## config.mk

```make
export PLATFORM = sky130hd
export DESIGN_NAME = stepped_horizontal_gradient_generator
export DESIGN_NICKNAME = d
export VERILOG_FILES = /design/src/rtl/core/shgg_pkg.sv /design/src/rtl/core/shgg_div.sv /design/src/rtl/core/stepped_horizontal_gradient_generator.sv
export SDC_FILE = /design/constraint.sdc
export NUM_CORES = 1
export LEC_CHECK = 0
export ABC_AREA = 0
export BUFFER_PORTS_ARGS = -buffer_cell sky130_fd_sc_hd__buf_2
export CAP_MARGIN = 20
export CORE_MARGIN = 5
export CORE_UTILIZATION = 45
export CTS_BUF_LIST = sky130_fd_sc_hd__clkbuf_8
export CTS_CLUSTER_SIZE = 40
export DETAILED_ROUTE_END_ITERATION = 16
export SKIP_LAST_GASP = 1
export SLEW_MARGIN = 10
export SYNTH_ARGS = -nofsm -noshare
export SYNTH_HDL_FRONTEND = slang
export SYNTH_HIERARCHICAL = 1
export SYNTH_SLANG_ARGS = --single-unit
export TNS_END_PERCENT = 100
```

## constraint.sdc

```tcl
create_clock -name clock -period 9.6 [get_ports clock]
set_input_delay 2.4 -clock clock [delete_from_list [all_inputs] [get_ports clock]]
set_output_delay 2.4 -clock clock [all_outputs]
set_load 0.1 [all_outputs]
```

## src/rtl/core/shgg_pkg.sv

```systemverilog
// Shared types and constants of the stepped horizontal gradient generator.
`timescale 1ns / 1ps

package shgg_pkg;

   localparam int MAX_WIDTH     = 4096;
   localparam int MAX_HEIGHT    = 4096;
   localparam int FRACTION_BITS = 16;

   localparam int DIM_W     = $clog2(MAX_WIDTH + 1);
   localparam int CHAN_W    = 8;
   localparam int COLOR_W   = 3 * CHAN_W;
   localparam int ACC_W     = FRACTION_BITS + CHAN_W;
   localparam int INC_W     = ACC_W + 1;
   localparam int DIV_W     = ACC_W;
   localparam int DIV_CNT_W = $clog2(DIV_W);
   localparam int CSR_IDX_W = 3;

   localparam logic [CSR_IDX_W-1:0] CSR_START_COLOR  = 3'd0;
   localparam logic [CSR_IDX_W-1:0] CSR_END_COLOR    = 3'd1;
   localparam logic [CSR_IDX_W-1:0] CSR_STEP_COUNT   = 3'd2;
   localparam logic [CSR_IDX_W-1:0] CSR_FRAME_WIDTH  = 3'd3;
   localparam logic [CSR_IDX_W-1:0] CSR_FRAME_HEIGHT = 3'd4;

   localparam logic [COLOR_W-1:0] START_COLOR_RST  = 24'h000000;
   localparam logic [COLOR_W-1:0] END_COLOR_RST    = 24'hFFFFFF;
   localparam logic [DIM_W-1:0]   STEP_COUNT_RST   = 13'd100;
   localparam logic [DIM_W-1:0]   FRAME_WIDTH_RST  = 13'd400;
   localparam logic [DIM_W-1:0]   FRAME_HEIGHT_RST = 13'd130;

   // request to the shared divider; start may come at any time and restarts it
   typedef struct packed {
      logic             start;
      logic [DIV_W-1:0] dividend;
      logic [DIM_W-1:0] divisor;
   } div_req_type;

   typedef struct packed {
      logic             done;
      logic [DIV_W-1:0] quotient;
   } div_rsp_type;

   // channel k: 0 red, 1 green, 2 blue
   function automatic logic [CHAN_W-1:0] chan_of(input logic [COLOR_W-1:0] color,
                                                 input logic [1:0] k);
      logic [CHAN_W-1:0] res;
      unique case (k)
         2'd0:    res = color[23:16];
         2'd1:    res = color[15:8];
         default: res = color[7:0];
      endcase
      return res;
   endfunction

endpackage

```

## src/rtl/core/shgg_div.sv

```systemverilog
// Restoring divider, one quotient bit per cycle, shared by the setup sequencer.
`timescale 1ns / 1ps

module shgg_div (
   input  logic                      clock,
   input  logic                      reset,
   input  shgg_pkg::div_req_type     req,
   output shgg_pkg::div_rsp_type     rsp
);

   logic                                busy_ff, busy_in;
   logic                                done_ff, done_in;
   logic [shgg_pkg::DIV_CNT_W-1:0]      cnt_ff, cnt_in;
   logic [shgg_pkg::DIM_W-1:0]          rem_ff, rem_in;
   logic [shgg_pkg::DIM_W-1:0]          dsr_ff, dsr_in;
   logic [shgg_pkg::DIV_W-1:0]          quo_ff, quo_in;
   logic [shgg_pkg::DIM_W:0]            trial;
   logic                                ge;

   always_comb begin
      trial   = {rem_ff, quo_ff[shgg_pkg::DIV_W-1]};
      ge      = trial >= {1'b0, dsr_ff};
      busy_in = busy_ff;
      done_in = 1'b0;
      cnt_in  = cnt_ff;
      rem_in  = rem_ff;
      dsr_in  = dsr_ff;
      quo_in  = quo_ff;
      if (req.start) begin
         busy_in = 1'b1;
         cnt_in  = shgg_pkg::DIV_CNT_W'(shgg_pkg::DIV_W - 1);
         rem_in  = '0;
         dsr_in  = req.divisor;
         quo_in  = req.dividend;
      end else if (busy_ff) begin
         rem_in = ge ? shgg_pkg::DIM_W'(trial - {1'b0, dsr_ff})
                     : trial[shgg_pkg::DIM_W-1:0];
         quo_in = {quo_ff[shgg_pkg::DIV_W-2:0], ge};
         cnt_in = cnt_ff - 1'b1;
         if (cnt_ff == '0) begin
            busy_in = 1'b0;
            done_in = 1'b1;
         end
      end
   end

   always_ff @(posedge clock) begin
      if (reset) begin
         busy_ff <= 1'b0;
         done_ff <= 1'b0;
         cnt_ff  <= '0;
      end else begin
         busy_ff <= busy_in;
         done_ff <= done_in;
         cnt_ff  <= cnt_in;
      end
      rem_ff <= rem_in;
      dsr_ff <= dsr_in;
      quo_ff <= quo_in;
   end

   assign rsp.done     = done_ff;
   assign rsp.quotient = quo_ff;

endmodule

```

## src/rtl/core/stepped_horizontal_gradient_generator.sv

```systemverilog
// Top level: config registers, setup sequencer and the per-pixel scan.
// A pixel word appears on rsp in the cycle after its req word is accepted.
// Throughput: one word per cycle while req_stall is low, set by the single registered pass of the scan logic.
// After reset or a config write the divider runs five divisions (band width, step count,
// three increments), or only the first two for a solid row; req_stall stays high meanwhile.
// Reset restores default registers.
`timescale 1ns / 1ps

module stepped_horizontal_gradient_generator (
   input  logic                             clock,
   input  logic                             reset,
   input  logic                             req_valid,
   output logic                             req_stall,
   input  logic                             req_restart,
   output logic                             rsp_valid,
   input  logic                             rsp_stall,
   output logic [shgg_pkg::CHAN_W-1:0]      rsp_red,
   output logic [shgg_pkg::CHAN_W-1:0]      rsp_green,
   output logic [shgg_pkg::CHAN_W-1:0]      rsp_blue,
   output logic                             rsp_row_end,
   output logic                             rsp_frame_end,
   input  logic                             csr_we,
   input  logic [shgg_pkg::CSR_IDX_W-1:0]   csr_index,
   input  logic [shgg_pkg::COLOR_W-1:0]     csr_data
);

   localparam logic [2:0] SEQ_IDLE    = 3'd0;
   localparam logic [2:0] SEQ_BW_GO   = 3'd1;
   localparam logic [2:0] SEQ_BW_WAIT = 3'd2;
   localparam logic [2:0] SEQ_D_GO    = 3'd3;
   localparam logic [2:0] SEQ_D_WAIT  = 3'd4;
   localparam logic [2:0] SEQ_CH_GO   = 3'd5;
   localparam logic [2:0] SEQ_CH_WAIT = 3'd6;

   // config registers
   logic [shgg_pkg::COLOR_W-1:0] start_ff, end_ff;
   logic [shgg_pkg::DIM_W-1:0]   step_ff, width_ff, height_ff;
   logic                         cfg_hit;

   // derived values
   logic [2:0]                   seq_ff, seq_in;
   logic [1:0]                   ch_ff, ch_in;
   logic [shgg_pkg::DIM_W-1:0]   bw_ff, bw_in;
   logic [shgg_pkg::DIM_W-1:0]   d_ff, d_in;
   logic [shgg_pkg::INC_W-1:0]   inc_ff [3];
   logic [shgg_pkg::INC_W-1:0]   inc_in [3];
   logic [shgg_pkg::DIM_W-1:0]   eff_w, eff_h, steps;
   logic [shgg_pkg::CHAN_W:0]    diff;
   logic [shgg_pkg::CHAN_W-1:0]  mag;
   logic [shgg_pkg::INC_W-1:0]   quo_ext;
   shgg_pkg::div_req_type        div_req;
   shgg_pkg::div_rsp_type        div_rsp;

   // scan state
   logic                         pend_ff;
   logic [shgg_pkg::DIM_W-1:0]   col_ff, col_in, row_ff, row_in, band_ff, band_in;
   logic [shgg_pkg::ACC_W-1:0]   acc_ff [3];
   logic [shgg_pkg::ACC_W-1:0]   acc_in [3];
   logic [shgg_pkg::ACC_W-1:0]   acc_start [3];
   logic [shgg_pkg::ACC_W-1:0]   acc_e [3];
   logic [shgg_pkg::ACC_W-1:0]   acc_n [3];
   logic [shgg_pkg::DIM_W-1:0]   col_e, row_e, band_e, band_nx, row_nx;
   logic                         restart_e, step_now, last_col, last_row, req_acc;

   // result register
   logic                         rsp_valid_ff, rsp_valid_in;
   logic [shgg_pkg::CHAN_W-1:0]  red_ff, green_ff, blue_ff;
   logic                         row_end_ff, frame_end_ff;

   always_comb begin
      unique case (csr_index)
         shgg_pkg::CSR_START_COLOR, shgg_pkg::CSR_END_COLOR, shgg_pkg::CSR_STEP_COUNT,
         shgg_pkg::CSR_FRAME_WIDTH, shgg_pkg::CSR_FRAME_HEIGHT: cfg_hit = csr_we;
         default: cfg_hit = 1'b0;
      endcase
   end

   always_ff @(posedge clock) begin
      if (reset) begin
         start_ff  <= shgg_pkg::START_COLOR_RST;
         end_ff    <= shgg_pkg::END_COLOR_RST;
         step_ff   <= shgg_pkg::STEP_COUNT_RST;
         width_ff  <= shgg_pkg::FRAME_WIDTH_RST;
         height_ff <= shgg_pkg::FRAME_HEIGHT_RST;
      end else if (csr_we) begin
         unique case (csr_index)
            shgg_pkg::CSR_START_COLOR:  start_ff  <= csr_data;
            shgg_pkg::CSR_END_COLOR:    end_ff    <= csr_data;
            shgg_pkg::CSR_STEP_COUNT:   step_ff   <= csr_data[shgg_pkg::DIM_W-1:0];
            shgg_pkg::CSR_FRAME_WIDTH:  width_ff  <= csr_data[shgg_pkg::DIM_W-1:0];
            shgg_pkg::CSR_FRAME_HEIGHT: height_ff <= csr_data[shgg_pkg::DIM_W-1:0];
            default: ;
         endcase
      end
   end

   // clamped geometry
   always_comb begin
      priority if (width_ff == '0)
         eff_w = shgg_pkg::DIM_W'(1);
      else if (width_ff > shgg_pkg::DIM_W'(shgg_pkg::MAX_WIDTH))
         eff_w = shgg_pkg::DIM_W'(shgg_pkg::MAX_WIDTH);
      else
         eff_w = width_ff;
      priority if (height_ff == '0)
         eff_h = shgg_pkg::DIM_W'(1);
      else if (height_ff > shgg_pkg::DIM_W'(shgg_pkg::MAX_HEIGHT))
         eff_h = shgg_pkg::DIM_W'(shgg_pkg::MAX_HEIGHT);
      else
         eff_h = height_ff;
      steps = (step_ff > eff_w) ? eff_w : step_ff;
   end

   // setup sequencer: band width, step count, then one increment per channel
   always_comb begin
      seq_in  = seq_ff;
      ch_in   = ch_ff;
      bw_in   = bw_ff;
      d_in    = d_ff;
      for (int k = 0; k < 3; k++) inc_in[k] = inc_ff[k];
      diff    = {1'b0, shgg_pkg::chan_of(end_ff, ch_ff)}
              - {1'b0, shgg_pkg::chan_of(start_ff, ch_ff)};
      mag     = diff[shgg_pkg::CHAN_W] ? shgg_pkg::CHAN_W'(-diff)
                                       : diff[shgg_pkg::CHAN_W-1:0];
      quo_ext = {1'b0, div_rsp.quotient};
      div_req.start    = 1'b0;
      div_req.dividend = {{(shgg_pkg::DIV_W - shgg_pkg::DIM_W){1'b0}}, eff_w};
      div_req.divisor  = steps + 1'b1;
      unique case (seq_ff)
         SEQ_IDLE: ;
         SEQ_BW_GO: begin
            div_req.start = 1'b1;
            seq_in        = SEQ_BW_WAIT;
         end
         SEQ_BW_WAIT: begin
            if (div_rsp.done) begin
               bw_in  = (div_rsp.quotient == '0) ? shgg_pkg::DIM_W'(1)
                                                 : div_rsp.quotient[shgg_pkg::DIM_W-1:0];
               seq_in = SEQ_D_GO;
            end
         end
         SEQ_D_GO: begin
            div_req.divisor = bw_ff;
            div_req.start   = 1'b1;
            seq_in          = SEQ_D_WAIT;
         end
         SEQ_D_WAIT: begin
            if (div_rsp.done) begin
               d_in = div_rsp.quotient[shgg_pkg::DIM_W-1:0] - 1'b1;
               ch_in = 2'd0;
               if (div_rsp.quotient[shgg_pkg::DIM_W-1:0] == shgg_pkg::DIM_W'(1)) begin
                  // one band only: solid start color
                  for (int k = 0; k < 3; k++) inc_in[k] = '0;
                  seq_in = SEQ_IDLE;
               end else begin
                  seq_in = SEQ_CH_GO;
               end
            end
         end
         SEQ_CH_GO: begin
            div_req.dividend = {mag, {shgg_pkg::FRACTION_BITS{1'b0}}};
            div_req.divisor  = d_ff;
            div_req.start    = 1'b1;
            seq_in           = SEQ_CH_WAIT;
         end
         SEQ_CH_WAIT: begin
            if (div_rsp.done) begin
               // truncate toward zero: divide magnitude, then restore sign
               inc_in[ch_ff] = diff[shgg_pkg::CHAN_W] ? -quo_ext : quo_ext;
               if (ch_ff == 2'd2) begin
                  seq_in = SEQ_IDLE;
               end else begin
                  ch_in  = ch_ff + 1'b1;
                  seq_in = SEQ_CH_GO;
               end
            end
         end
         default: seq_in = SEQ_IDLE;
      endcase
      if (cfg_hit) seq_in = SEQ_BW_GO;
   end

   always_ff @(posedge clock) begin
      if (reset) begin
         seq_ff <= SEQ_BW_GO;
         ch_ff  <= 2'd0;
      end else begin
         seq_ff <= seq_in;
         ch_ff  <= ch_in;
      end
      bw_ff <= bw_in;
      d_ff  <= d_in;
      for (int k = 0; k < 3; k++) inc_ff[k] <= inc_in[k];
   end

   shgg_div u_div (
      .clock (clock),
      .reset (reset),
      .req   (div_req),
      .rsp   (div_rsp)
   );

   // handshake: the result register frees up in the cycle it is taken
   assign req_stall = (seq_ff != SEQ_IDLE) || (rsp_valid_ff && rsp_stall);
   assign req_acc   = req_valid && !req_stall;

   // pixel pass
   always_comb begin
      restart_e = req_restart || pend_ff;
      col_e     = restart_e ? shgg_pkg::DIM_W'(1) : col_ff;
      row_e     = restart_e ? '0 : row_ff;
      band_e    = restart_e ? '0 : band_ff;
      step_now  = (band_e == bw_ff - 1'b1) && ((eff_w - col_e) >= bw_ff);
      for (int k = 0; k < 3; k++) begin
         acc_start[k] = {shgg_pkg::chan_of(start_ff, 2'(k)), {shgg_pkg::FRACTION_BITS{1'b0}}};
         acc_e[k]     = restart_e ? acc_start[k] : acc_ff[k];
         // the running sum never leaves the start..end range, so no wrap or clamp
         acc_n[k]     = step_now ? shgg_pkg::ACC_W'({1'b0, acc_e[k]} + inc_ff[k]) : acc_e[k];
      end
      last_col = col_e >= eff_w;
      row_nx   = row_e + 1'b1;
      last_row = row_nx >= eff_h;
      band_nx  = band_e + 1'b1;
      if (last_col) begin
         col_in  = shgg_pkg::DIM_W'(1);
         band_in = '0;
         row_in  = last_row ? '0 : row_nx;
         for (int k = 0; k < 3; k++) acc_in[k] = acc_start[k];
      end else begin
         col_in  = col_e + 1'b1;
         band_in = (band_nx >= bw_ff) ? '0 : band_nx;
         row_in  = row_e;
         for (int k = 0; k < 3; k++) acc_in[k] = acc_n[k];
      end
   end

   always_comb begin
      if (req_acc)
         rsp_valid_in = 1'b1;
      else if (!rsp_stall)
         rsp_valid_in = 1'b0;
      else
         rsp_valid_in = rsp_valid_ff;
   end

   always_ff @(posedge clock) begin
      if (reset) begin
         pend_ff      <= 1'b1;
         col_ff       <= shgg_pkg::DIM_W'(1);
         row_ff       <= '0;
         band_ff      <= '0;
         rsp_valid_ff <= 1'b0;
      end else begin
         rsp_valid_ff <= rsp_valid_in;
         if (cfg_hit) begin
            pend_ff <= 1'b1;
         end else if (req_acc) begin
            pend_ff <= 1'b0;
            col_ff  <= col_in;
            row_ff  <= row_in;
            band_ff <= band_in;
         end
      end
      if (req_acc) begin
         for (int k = 0; k < 3; k++) acc_ff[k] <= acc_in[k];
         red_ff       <= acc_n[0][shgg_pkg::ACC_W-1:shgg_pkg::FRACTION_BITS];
         green_ff     <= acc_n[1][shgg_pkg::ACC_W-1:shgg_pkg::FRACTION_BITS];
         blue_ff      <= acc_n[2][shgg_pkg::ACC_W-1:shgg_pkg::FRACTION_BITS];
         row_end_ff   <= last_col;
         frame_end_ff <= last_col && last_row;
      end
   end

   assign rsp_valid     = rsp_valid_ff;
   assign rsp_red       = red_ff;
   assign rsp_green     = green_ff;
   assign rsp_blue      = blue_ff;
   assign rsp_row_end   = row_end_ff;
   assign rsp_frame_end = frame_end_ff;

`ifndef SYNTHESIS
   // scan position stays inside the row once setup is done
   a_col_range: assert property (@(posedge clock) disable iff (reset)
      (seq_ff == SEQ_IDLE && !pend_ff && !cfg_hit) |-> (col_ff != '0 && col_ff <= eff_w))
      else $error("column count outside row");

   a_band_range: assert property (@(posedge clock) disable iff (reset)
      (seq_ff == SEQ_IDLE && !pend_ff && !cfg_hit) |-> (band_ff < bw_ff))
      else $error("band count not below band width");

   a_word_out: assert property (@(posedge clock) disable iff (reset)
      req_acc |=> rsp_valid)
      else $error("accepted word gave no result");
`endif

endmodule
```

; Yosys cells after proc, flatten, opt, wreduce, memory -nomap -nowiden
; Memory sizes are Yosys's and may differ from the RTL's.
; Index checks and enable logic that the tools add are counted.
[word_totals]
regBits = 242
mem_bits_rw = 147
in_bits = 33
out_inout_bits = 28
word_cells = 168
n_memories = 2
[classes]
add_sub_neg = 16
order_cmp = 10
n_eq_ne = 19
n_mux = 58
n_bitwise = 4
n_reduce_logical = 33
[mem_list]
columns = memory, words, width, read_ports, rd_ports_with_merged_regs, write_ports, line_no
row1 = inc_ff, 3, 25, 3, 0, 3, stepped_horizontal_gradient_generator.sv:45  ; logic [shgg_pkg::INC_W-1:0] inc_ff [3];
row2 = acc_ff, 3, 24, 3, 0, 3, stepped_horizontal_gradient_generator.sv:57  ; logic [shgg_pkg::ACC_W-1:0] acc_ff [3];
[op_table]
columns = op, count
row1 = 2-to-1 mux 75 bit, 3
row2 = 2-to-1 mux 24 bit, 9
row3 = 2-to-1 mux 13 bit, 14
row4 = case mux 75 bit (2 select lines), 1
row5 = bitwise mux 75 bit, 1
row6 = adder 24 bit, 3
row7 = 2-to-1 mux 72 bit, 1
row8 = adder 13 x 1 -> 13 bit (second input constant), 4
row9 = greater-or-equal comparator 13 bit, 4
row10 = demux 25 bit (select 2 bit), 1
row11 = 2-to-1 mux 25 bit, 2
row12 = case mux 8 bit (2 select lines), 2
row13 = > comparator 13 bit (second input constant), 2
row14 = logical NOT 13 bit, 2
row15 = case mux 13 bit (2 select lines), 1
row16 = subtractor 13 x 1 -> 13 bit (second input constant), 2
row17 = subtractor 13 bit, 2
row18 = negator 24 -> 25 bit, 1
row19 = logical NOT 24 bit, 1
row20 = case mux 3 bit (7 select lines), 1
row21 = AND reduction 2 bit, 8
row22 = 2-to-1 mux 3 bit, 5
row23 = greater-or-equal comparator 14 x 13 -> 1 bit, 1
row24 = == test 13 x 1 -> 1 bit (second input constant), 1
row25 = 34 further kinds, 68

; Longest topological paths before layout
; Gate-level depths: netlist of the first run.
[logic_depth]
depth_word = 8
depth_mapped = 28
mapped_depth_nobuf = 24

; Cells and area by module
; The synthesis of the first run kept the hierarchy.
[modules_own_cells]
columns = mod, instances, cells_each, area_each_um2, seq_area_each_um2
row1 = stepped_horizontal_gradient_generator, 1, 2598, 22073.7, 8548.2
row2 = shgg_div, 1, 267, 3011.6, 1511.4

; Least setup slack after synthesis of the first run
; OpenSTA, ideal clock, no wires.
[synth_timing]
path_kind = input-to-reg
startpoint = in req_restart
endpoint = mem acc_ff[0][70] in the netlist's numbering, data pin
setup_time_ps = 260
arrival_time_ps = 7714
required_ps = 9340
setup_slack_ps = 1626
path_stages = 27
path_buffers = 6
cell_sequence = nor2_1 -> clkbuf_1 -> clkbuf_1 -> clkbuf_1 -> buf_1 -> clkbuf_1 -> nand2_1 -> ha_1 -> nor2b_1 -> o21ai_0 -> nand2b_1 -> a311oi_1 -> o21bai_1 -> a21oi_1 -> xnor2_1 -> ha_1 -> a21o_1 -> a211oi_1 -> and2_1 -> or4_1 -> a311oi_1 -> nand4_1 -> or2_4 -> buf_6 -> a2111oi_4 -> nor2_2 -> mux2_2
[synth_rtl]
columns = item, line_no
row1 = "start, declared", stepped_horizontal_gradient_generator.sv:14  ; input logic req_restart,
row2 = "end, declared", stepped_horizontal_gradient_generator.sv:57

==> results.md, run 1 <==
- The flow ran to the end, and the final reports show no timing, DRC or antenna violations.
- VDD sags by at most 0.108 mV.
- The area enclosed by the die boundary is 60600 um2.
- Traced cell by cell, the critical path runs through buf_2, nor2_4, nand2_1, inv_1, fa_1, nor2b_1, o21ai_0, nand2b_1, a311oi_1, o21bai_1, a21oi_1, xnor2_1, ha_1, a21o_1, a211oi_1, and2_1, or4_1, a311oi_1, nand4_1, or2_4, a2111oi_4, nor2_2, mux2_2.
- The post-route netlist has 9.25% of its cells at a drive strength greater than 1.
- CTS saw 386 sinks.
- The average via count per standard cell is 5.67.
- The number of flops mapped to enable cells by yosys is 233.
- The setup slack of the worst register-to-register path is 3.51 ns.
- Wires add up to 69.7 mm.
- For this configuration, the core starts out at a cell density of 45.4%.
- The number of instances in the synthesized netlist is 2865.
- The number of cells on the worst reg-to-reg path is 22.
- The worst setup path is launched from an input pin.
- The library cells used most frequently in the layout, excluding fill and tap cells, are sky130_fd_sc_hd__nand2_1, sky130_fd_sc_hd__nor2_1, sky130_fd_sc_hd__a21oi_1, sky130_fd_sc_hd__edfxtp_1, sky130_fd_sc_hd__ha_1.
- Of all nets on the critical path, the largest fanout is 66.
- Measured along the y axis, the die boundary spans 246 um.
- The final hold slack is 0.462 ns.
- The pre-antenna-repair detailed-routing pass consisted of 6 iterations.
- In the final layout, flip-flops and latches occupy 10100 um2.
- The count of nets after finishing is 3089.
- In this design, the largest share of critical-path delay is due to simple AND/OR/NAND/NOR gates.
- Net switching is 28.9% of the power.
- In this run the worst hold path is classified as flop to flop.
- The part of the power in registers is 46.7%.
- The number of DRC violations after detailed routing is 0.
- The kind of end point of the critical path is a flop.
- In the final routed layout, each cell accounts on average for 18.9 um.
- The largest total area in the synthesized netlist belongs to sky130_fd_sc_hd__edfxtp_1.
- The critical path is of the input pin to flop type.
- The number of H-tree levels is 3.
- For the pin with the worst max-slew slack, the measured transition is 1.08 ns.
- TritonCTS built the clock tree.
- Counting flops with an async set or reset pin after synthesis yields a share of 0%.
- Once the clock tree was built, the setup fixing pass inserted 0 buffers.
- The pin count of the biggest net entering global routing is 107.
- The synthesized area per cell is 8.76 um2.
- The critical path's slowest cell is sky130_fd_sc_hd__or2_4.
- The start point of the worst min-delay path is width_ff[0]$_SDFFE_PP0P_.
- From left edge to right edge, the die measures 246 um.
- The max-capacitance violation count is 0.
- The setup total negative slack is 0 ns.
- The number of cells in the finished layout apart from fillers is 3688.
- The area growth from synthesis to final layout is 9.41%.
- The flip-flop cell with the highest count after synthesis is sky130_fd_sc_hd__edfxtp_1.
- The post-detailed-route count of antenna-violating nets is 0.
- In this run, post-CTS repair resized a total of 0 instances.
- By area the synthesized netlist is led by sky130_fd_sc_hd__edfxtp_1, sky130_fd_sc_hd__dfxtp_1, sky130_fd_sc_hd__ha_1.
- The later pin in the worst-skew pair is clocked with a latency of 0.65 ns.
- The cell area power density is 146 nW/um2.
- The HPWL after detailed placement is 48.7 mm.
- The most numerous cell type found on the critical path is sky130_fd_sc_hd__a311oi_1.
- The final number of max-transition violations is 0.
- The end of the worst register-to-register path is acc_ff[0][70]$_DFFE_PP_.
- The total count of hold-check failures in the final report came to 0.
- The layout filler cell count is 5256.
- For this run, the number of Yosys warnings is 6.
- The clock slew seen by the registers of the worst setup and hold paths is 0.06 ns.
- Along the worst hold path, the cell count comes to 2.
- In this run, the clock network consumes 38.8% of the power.
- The final cycle utilization of the critical path is 78.7%.
- The number of distinct library cell variants in the gate-level netlist after synthesis is 83.
- After synthesis the netlist holds a flip-flop and latch count of 386.
- The post-synth design cell area is 25100 um2.
- The number of global-route vias before repair is 19900.
- The launch instance of the worst register-to-register path is width_ff[12]$_SDFFE_PP0P_.
- The largest single stage delay on the critical path is 0.61 ns.
- The critical path contains buffers and inverters numbering 2 combined.
- The combinational cell fraction of total power is 14.5%.
- The global router's overall resource usage is 22.4%.
- The area occupied by multi-input gates is 14200 um2.
- The minimum period implied by the final worst setup slack is 7.56 ns.
- After synthesis, the largest area contributor takes up 27.9% of total cell area.
- At the worst endpoint, the arrival time is 7.95 ns.
- The number of input and output port buffers inserted is 60.
- In this run, post-CTS hold repair placed 0 buffers.
- The first global-routing pass estimated 110 mm of wire.
- In this run the clock root is driven by a sky130_fd_sc_hd__clkbuf_8.
- The congestion estimate from routability-driven global placement came to 0.903.
- The detailed router finished its first iteration with 1639 violations.
- The library cell used most frequently in the layout, excluding fill and tap cells, is sky130_fd_sc_hd__nand2_1.
- Setup violations remaining at the end of the flow were counted as 0.
- The number of antenna violations at the first check in global routing is 0.
- Based on the critical path, the design can be clocked at up to 0.132 GHz.
- The internal power consumption is 2.86 mW.
- Counting tap cells, the placed design contains a total of 3553 instances.
- The placeable core region is 55200 um2.
- The leakage dissipation is 10.9 nW.
- The analysis attributes to net switching a power of 1.16 mW.
- The total I/O pin count is 61.
- Data on the critical path is required at its endpoint by 9.99 ns.
- The via count is 20900.
- The placement row count is 86.
- The clock passes through at most 3 buffers.
- After global routing the overflow that remains totals 0.
- The number of clock buffers added by TritonCTS is 73.
- Sequential cells were found to cover 40.1% of the synthesized design area.
- The setup skew after layout is 0.0397 ns.
- The worst relative slew slack is 26.0%.
- The worst hold path terminates at width_ff[0]$_SDFFE_PP0P_.
- Setup repair after global routing left no endpoint under its margin.
power by group through the flow:
stage / sequential [mW] / combinational (mW) / clock [mW]
final: 1.88 / 0.584 / 1.56
after global routing: 1.88 / 0.642 / 1.68
after CTS: 1.88 / 0.586 / 1.61
after detailed placement: 1.91 / 0.583 / 0
after global placement: 1.91 / 0.574 / 0
after floorplan: 1.92 / 0.404 / 0
registers in the layout (all words and copies together) (netlist names), 24 cells and up:
signal        cells
inc_ff           72
start_ff         24
u_div/quo_ff     24
end_ff           24
acc_ff           72
synthesized netlist by cell type, types with 14 or more instances:
cell	number
sky130_fd_sc_hd__o21ai_0	94
sky130_fd_sc_hd__inv_1	100
sky130_fd_sc_hd__o31ai_1	16
sky130_fd_sc_hd__and2_1	60
sky130_fd_sc_hd__xor2_1	66
sky130_fd_sc_hd__nor2_1	273
sky130_fd_sc_hd__xnor2_1	101
sky130_fd_sc_hd__ha_1	167
sky130_fd_sc_hd__mux2_2	52
sky130_fd_sc_hd__a22o_1	29
sky130_fd_sc_hd__nand3_1	55
sky130_fd_sc_hd__and3_1	14
sky130_fd_sc_hd__a22oi_1	21
sky130_fd_sc_hd__a21oi_1	248
sky130_fd_sc_hd__edfxtp_1	233
sky130_fd_sc_hd__o21a_1	21
sky130_fd_sc_hd__mux2i_1	17
sky130_fd_sc_hd__nand2b_1	22
sky130_fd_sc_hd__clkbuf_1	122
sky130_fd_sc_hd__nand4_1	22
sky130_fd_sc_hd__or3_1	14
sky130_fd_sc_hd__nand2_1	503
sky130_fd_sc_hd__nor3_1	51
sky130_fd_sc_hd__nor2b_1	25
sky130_fd_sc_hd__a21o_1	51
sky130_fd_sc_hd__a31oi_1	16
sky130_fd_sc_hd__a211oi_1	84
sky130_fd_sc_hd__nand3b_1	44
sky130_fd_sc_hd__dfxtp_1	153
sky130_fd_sc_hd__o21bai_1	17
stage by stage:
| step | area (um2) | total power, mW | setup slack (ns) | util, % |
|---|---|---|---|---|
| after floorplan | 25100 | 2.32 | 1.63 | - |
| after detailed placement | 26000 | 2.49 | 1.40 | 47.1 |
| after global placement | 26000 | 2.48 | 1.54 | 47.1 |
| final | 27400 | 4.02 | 2.04 | 49.7 |
| after CTS | 27400 | 4.07 | 2.10 | 49.7 |
| after global routing | 27400 | 4.20 | 1.61 | 49.7 |
metal layers:
metal / global-route usage (%) / vias to the layer above / part of all wire (%)
li1: - / 10300 / -
met1: 31.8 / 9945 / 47
met2: 35.2 / 562 / 45
met3: 3.29 / 114 / 5.6
met4: 7.61 / 0 / 2.7
met5: 0 / - / 0
how the worst max path moves through the flow:
| stage | endpoint | from | depth (start not counted) |
|---|---|---|---|
| finish | acc_ff[0][70]$_DFFE_PP_ | req_restart | 23 |
| global route | acc_ff[0][18]$_DFFE_PP_ | req_restart | 21 |
| CTS | acc_ff[0][70]$_DFFE_PP_ | req_restart | 23 |
| detailed placement | acc_ff[0][70]$_DFFE_PP_ | req_restart | 23 |
| global placement | acc_ff[0][70]$_DFFE_PP_ | req_restart | 22 |
| floorplan | acc_ff[0][70]$_DFFE_PP_ | req_restart | 27 |
worst reg2reg max path, delay by kind of cell (launching register included):
family | cells | cell delay (ns)
mux | 1 | 0.26
buf+inv | 2 | 0.42
simple gates | 8 | 2.17
flops | 1 | 0.48
compound gates | 8 | 1.76
xor+xnor | 1 | 0.09
fa+ha+maj | 2 | 0.68
kinds of logic (layout without fill, tap and decap cells):
| kind of cell | Yosys count | after routing | share of synthesized area, % |
|---|---|---|---|
| fa+ha+maj | 173 | 173 | 8.81 |
| mux | 69 | 69 | 3.01 |
| simple gates | 1145 | 1145 | 20.9 |
| flops | 386 | 386 | 40.1 |
| compound gates | 679 | 679 | 17.5 |
| xor+xnor | 167 | 167 | 5.83 |
| other cells | 1 | 4 | 0.0149 |
| buf+inv | 245 | 317 | 3.80 |
final cells by class:
class	instances	share of cell area [%]
well taps	748	3.41
multi-input cells	2236	51.6
clock inverters	49	0.953
diodes	1	0.00912
clock buffers	82	4.11
repair buffers	86	1.86
flip-flops and latches	386	36.7
inverters	100	1.38
No activity file was read; power rests on OpenSTA's default activity.
==> run 2, diff against run 1 <==
Settings changed: ABC_AREA 0 to 1.
Clock period 9.6 ns to 7.8 ns, I/O delays scaled along.
==> results.md, run 2 <==
- The flow ran to the end, and the final reports show no timing, DRC or antenna violations.
- For the worst-skew pair, the clock arrives at the later sink with an insertion delay of 0.66 ns.
- The total count of hold-check failures in the final report is 0.
- The leakage dissipation is 14.5 nW.
- Yosys instantiated no cell more often than sky130_fd_sc_hd__nand2_1.
- The die covers 66300 um2.
- Routability-driven placement finished with a final weighted congestion of 0.956.
- The CTS buffer count is 73.
- The data arrival time of the critical path is 6.39 ns.
- The part of the Yosys area used for sequential elements is 36.5%.
- The average via count per standard cell is 5.37.
- The H-tree was split into 3 levels.
- The initial utilization of the core area, before any placement, comes to 45.5%.
- Each instance of the synthesized netlist takes up on average 7.13 um2.
- The setup total negative slack is 0 ns.
- Setup repair after global routing left no endpoint under its margin.
- Of the post-synthesis cell area, the dominant cell type holds 25.4%.
- The clock slew seen by the registers of the worst setup and hold paths is 0.06 ns.
- The final cycle utilization of the critical path is 77.1%.
- The count of nets after finishing is 4098.
- The clock arrives with 0.0362 ns of skew.
- The instance area after placement is 28500 um2.
- The hold-fix buffer count after cts is 0.
- Measured along the y axis, the die boundary spans 257 um.
- For this run, the total global-route usage over all layers was measured as 25.5%.
- The number of DRC markers in iteration 0 is 2260.
- Counting flops and latches in the post-synthesis netlist gives 386.
- The number of input and output port buffers inserted is 60.
- The global-route met1 utilization is 36.1%.
- For this block, the via count after detailed routing is 25400.
- The most area-hungry cell type in the Yosys netlist is sky130_fd_sc_hd__edfxtp_1.
- The final number of max-transition violations is 0.
- The critical path's slowest cell is sky130_fd_sc_hd__buf_4.
- In the post-synthesis netlist, the biggest area contributors are sky130_fd_sc_hd__edfxtp_1, sky130_fd_sc_hd__nand2_1, sky130_fd_sc_hd__dfxtp_1.
- After detailed placement, the design holds a cell count of 4596.
- The detailed-router iteration count before antenna repair is 5.
- In this run the standard cell core region covers 60500 um2.
- Measured against its own limit, the worst slew margin works out to 27.1%.
- After clock tree synthesis, the setup repair step added 0 buffers.
- Among cell families on the critical path, the largest total delay comes from simple AND/OR/NAND/NOR gates.
- The routed wire length is 87.0 mm.
- The critical path's largest stage delay is 0.56 ns.
- The worst endpoint required time is 8.18 ns.
- TritonCTS built the clock tree.
- In the global route stage, met3 resource usage came out at 4.97%.
- After the flow finishes, the layout carries non-filler instances totaling 4734.
- The placement row count is 90.
- The area growth from synthesis to final layout is 8.77%.
- The worst setup path is of the input pin to flop kind.
- The number of global-route vias before repair is 23800.
- In the final routed layout, each cell accounts on average for 18.4 um.
- For this run, asynchronously set or reset flops after synthesis account for 0%.
- Hold is met by 0.455 ns.
- The number of gates resized after CTS was 0.
- The cell area power density is 178 nW/um2.
- The total I/O pin count is 61.
- Detailed placement ended at an HPWL of 63.3 mm.
- In this run the clock root is driven by a sky130_fd_sc_hd__clkbuf_8.
- The commonest cells after synthesis are sky130_fd_sc_hd__nand2_1, sky130_fd_sc_hd__inv_1, sky130_fd_sc_hd__nor2_1.
- The pin count of the biggest net entering global routing is 73.
- The wire length of the first global-routing pass is 135 mm.
- The number of buffer and inverter instances along the worst setup path is 4.
- The Yosys step of the flow raised 6 warnings.
- The slew at the pin closest to its max-slew limit is 1.09 ns.
- The post-detailed-route count of antenna-violating nets is 0.
- VDD sags by at most 0.131 mV.
- After filler insertion, the fill cell instance count of the layout stands at 6187.
- The number of antenna violations at the first check in global routing was 3.
- The post-synth design cell area is 27500 um2.
- The kind of path behind the tightest hold check is flop to flop.
- The number of distinct library cell variants in the gate-level netlist after synthesis is 61.
- The flip-flop cell with the highest count after synthesis is sky130_fd_sc_hd__edfxtp_1.
- CTS saw 386 sinks.
- The final global-route overflow total is 0.
- Before CTS, the worst setup slack after placement is 1.20 ns.
- Walking the worst path, the cells encountered are buf_2, nor2_4, buf_4, nand2_1, ha_1, nand2_1, o21ai_1, a21oi_1, o21ai_0, xor2_1, inv_1, ha_1, nand2_1, nor3_1, nand3_1, nand3_2, buf_4, nand4_4, nand2_1, nand2_1, nand2_1, nand2_1.
- Summing all non-filler instances in the final layout gives an area of 30000 um2.
- The floorplan step set the die width to 257 um.
- Of the cells placed in the final design, the portion with a size suffix greater than 1 is 7.42%.
- Across the run, the number of max-cap violations was 0.
- Yosys mapped a number of flops with a built-in enable equal to 233.
- The number of DRC violations after detailed routing is 0.
- The setup-violating endpoint count in the final report is 0.
- met2 is the most crowded layer.
- Of all nets on the critical path, the largest fanout is 51.
- Among the stages of the critical path, the cell type that occurs most often is sky130_fd_sc_hd__nand2_1.
- The upper clock frequency limit is 0.166 GHz.
- After layout, the minimum clock period comes to 6.01 ns.
- The worst setup path is launched from an input pin.
- The met2 usage in global routing is 39.5%.
- In this run the deepest clock path goes through 3 buffers.
- STA classifies the critical path endpoint as a flop.
- The least setup slack across all paths after layout is 1.79 ns.
- Leaving out fill and tap cells, the most frequent cells in the layout are sky130_fd_sc_hd__nand2_1, sky130_fd_sc_hd__inv_1, sky130_fd_sc_hd__nor2_1, sky130_fd_sc_hd__o21ai_0, sky130_fd_sc_hd__a21oi_1.
- The most common cell after layout, fill and taps aside is sky130_fd_sc_hd__nand2_1.
- The number of instances in the synthesized netlist is 3863.
- The largest registers in the layout are acc_ff: 72 flops, inc_ff: 72 flops.
[run 2: changes by cell type in the layout (fill, tap and decap cells not counted), moves of 52 or more]
cell	delta
sky130_fd_sc_hd__nor2_1	+116
sky130_fd_sc_hd__nand2_1	+495
sky130_fd_sc_hd__o21ai_0	+162
sky130_fd_sc_hd__nand3_1	+170
sky130_fd_sc_hd__a211oi_1	-84
sky130_fd_sc_hd__nand4_1	+87
sky130_fd_sc_hd__inv_1	+393
sky130_fd_sc_hd__mux2_2	-52
[run 2: power breakdown]
group	total, mW	switching [mW]	internal [mW]	leakage, nW
sequential	2.32	0.0654	2.25	3.31
combinational	1.03	0.748	0.286	10.3
clock	1.98	0.937	1.05	0.832
[run 2: logic make-up (layout without fill, tap and decap cells)]
logic type	count (synthesis)	after routing	share of synthesized area (%)
AOI/OAI and AO/OA	640	640	12.8
other	1	4	0.0136
and+or+nand+nor	1891	1891	29.6
xor gates and xnor gates	117	117	3.75
adders and majority gates	173	173	8.02
buffers and inverters	655	741	9.28
DFF	386	386	36.5
[run 2: worst paths after layout]
kind,start,endpoint,slack [ns],cells after the start
worst min register to register,end_ff[13]$_SDFFE_PP1P_,end_ff[13]$_SDFFE_PP1P_,0.46,2
worst max-delay path,req_restart,acc_ff[0][47]$_DFFE_PP_,1.79,22
worst min-delay path,end_ff[13]$_SDFFE_PP1P_,end_ff[13]$_SDFFE_PP1P_,0.46,2
worst max register to register,ch_ff[0]$_SDFFE_PP0P_,inc_ff[0][18]$_SDFFCE_PN0P_,2.15,18
[run 2: metrics by stage]
step	power, mW	util (%)
global route	5.58	49.5
finish	5.33	49.5
detailed placement	3.37	47.1
CTS	5.37	49.5
global placement	3.37	47.1
floorplan	3.03	-
[run 2: worst min-delay path: cells and delay by family, from the launching register on]
kind,cells,cell delay [ns]
flip-flops,1,0.32
AND/OR/NAND/NOR,2,0.10
[run 2: final cells by class]
cell class / instances / area [um2] / share of cell area [%]
multi-input combinational: 2824 / 15000 / 50.0
sequential: 386 / 10100 / 33.6
inverter: 509 / 1910 / 6.39
clock buffer: 83 / 1140 / 3.81
tap: 782 / 978 / 3.27
timing repair buffer: 98 / 598 / 2.00
clock inverter: 51 / 285 / 0.952
antenna: 1 / 2.50 / 0.00835
[run 2: metal layers]
layer,wire [um],vias up,share of wire (%)
met2,37600,816,43
met1,39900,11700,46
li1,-,12800,-
met4,2490,2,2.9
met3,6950,124,8.0
met5,13,-,0.015
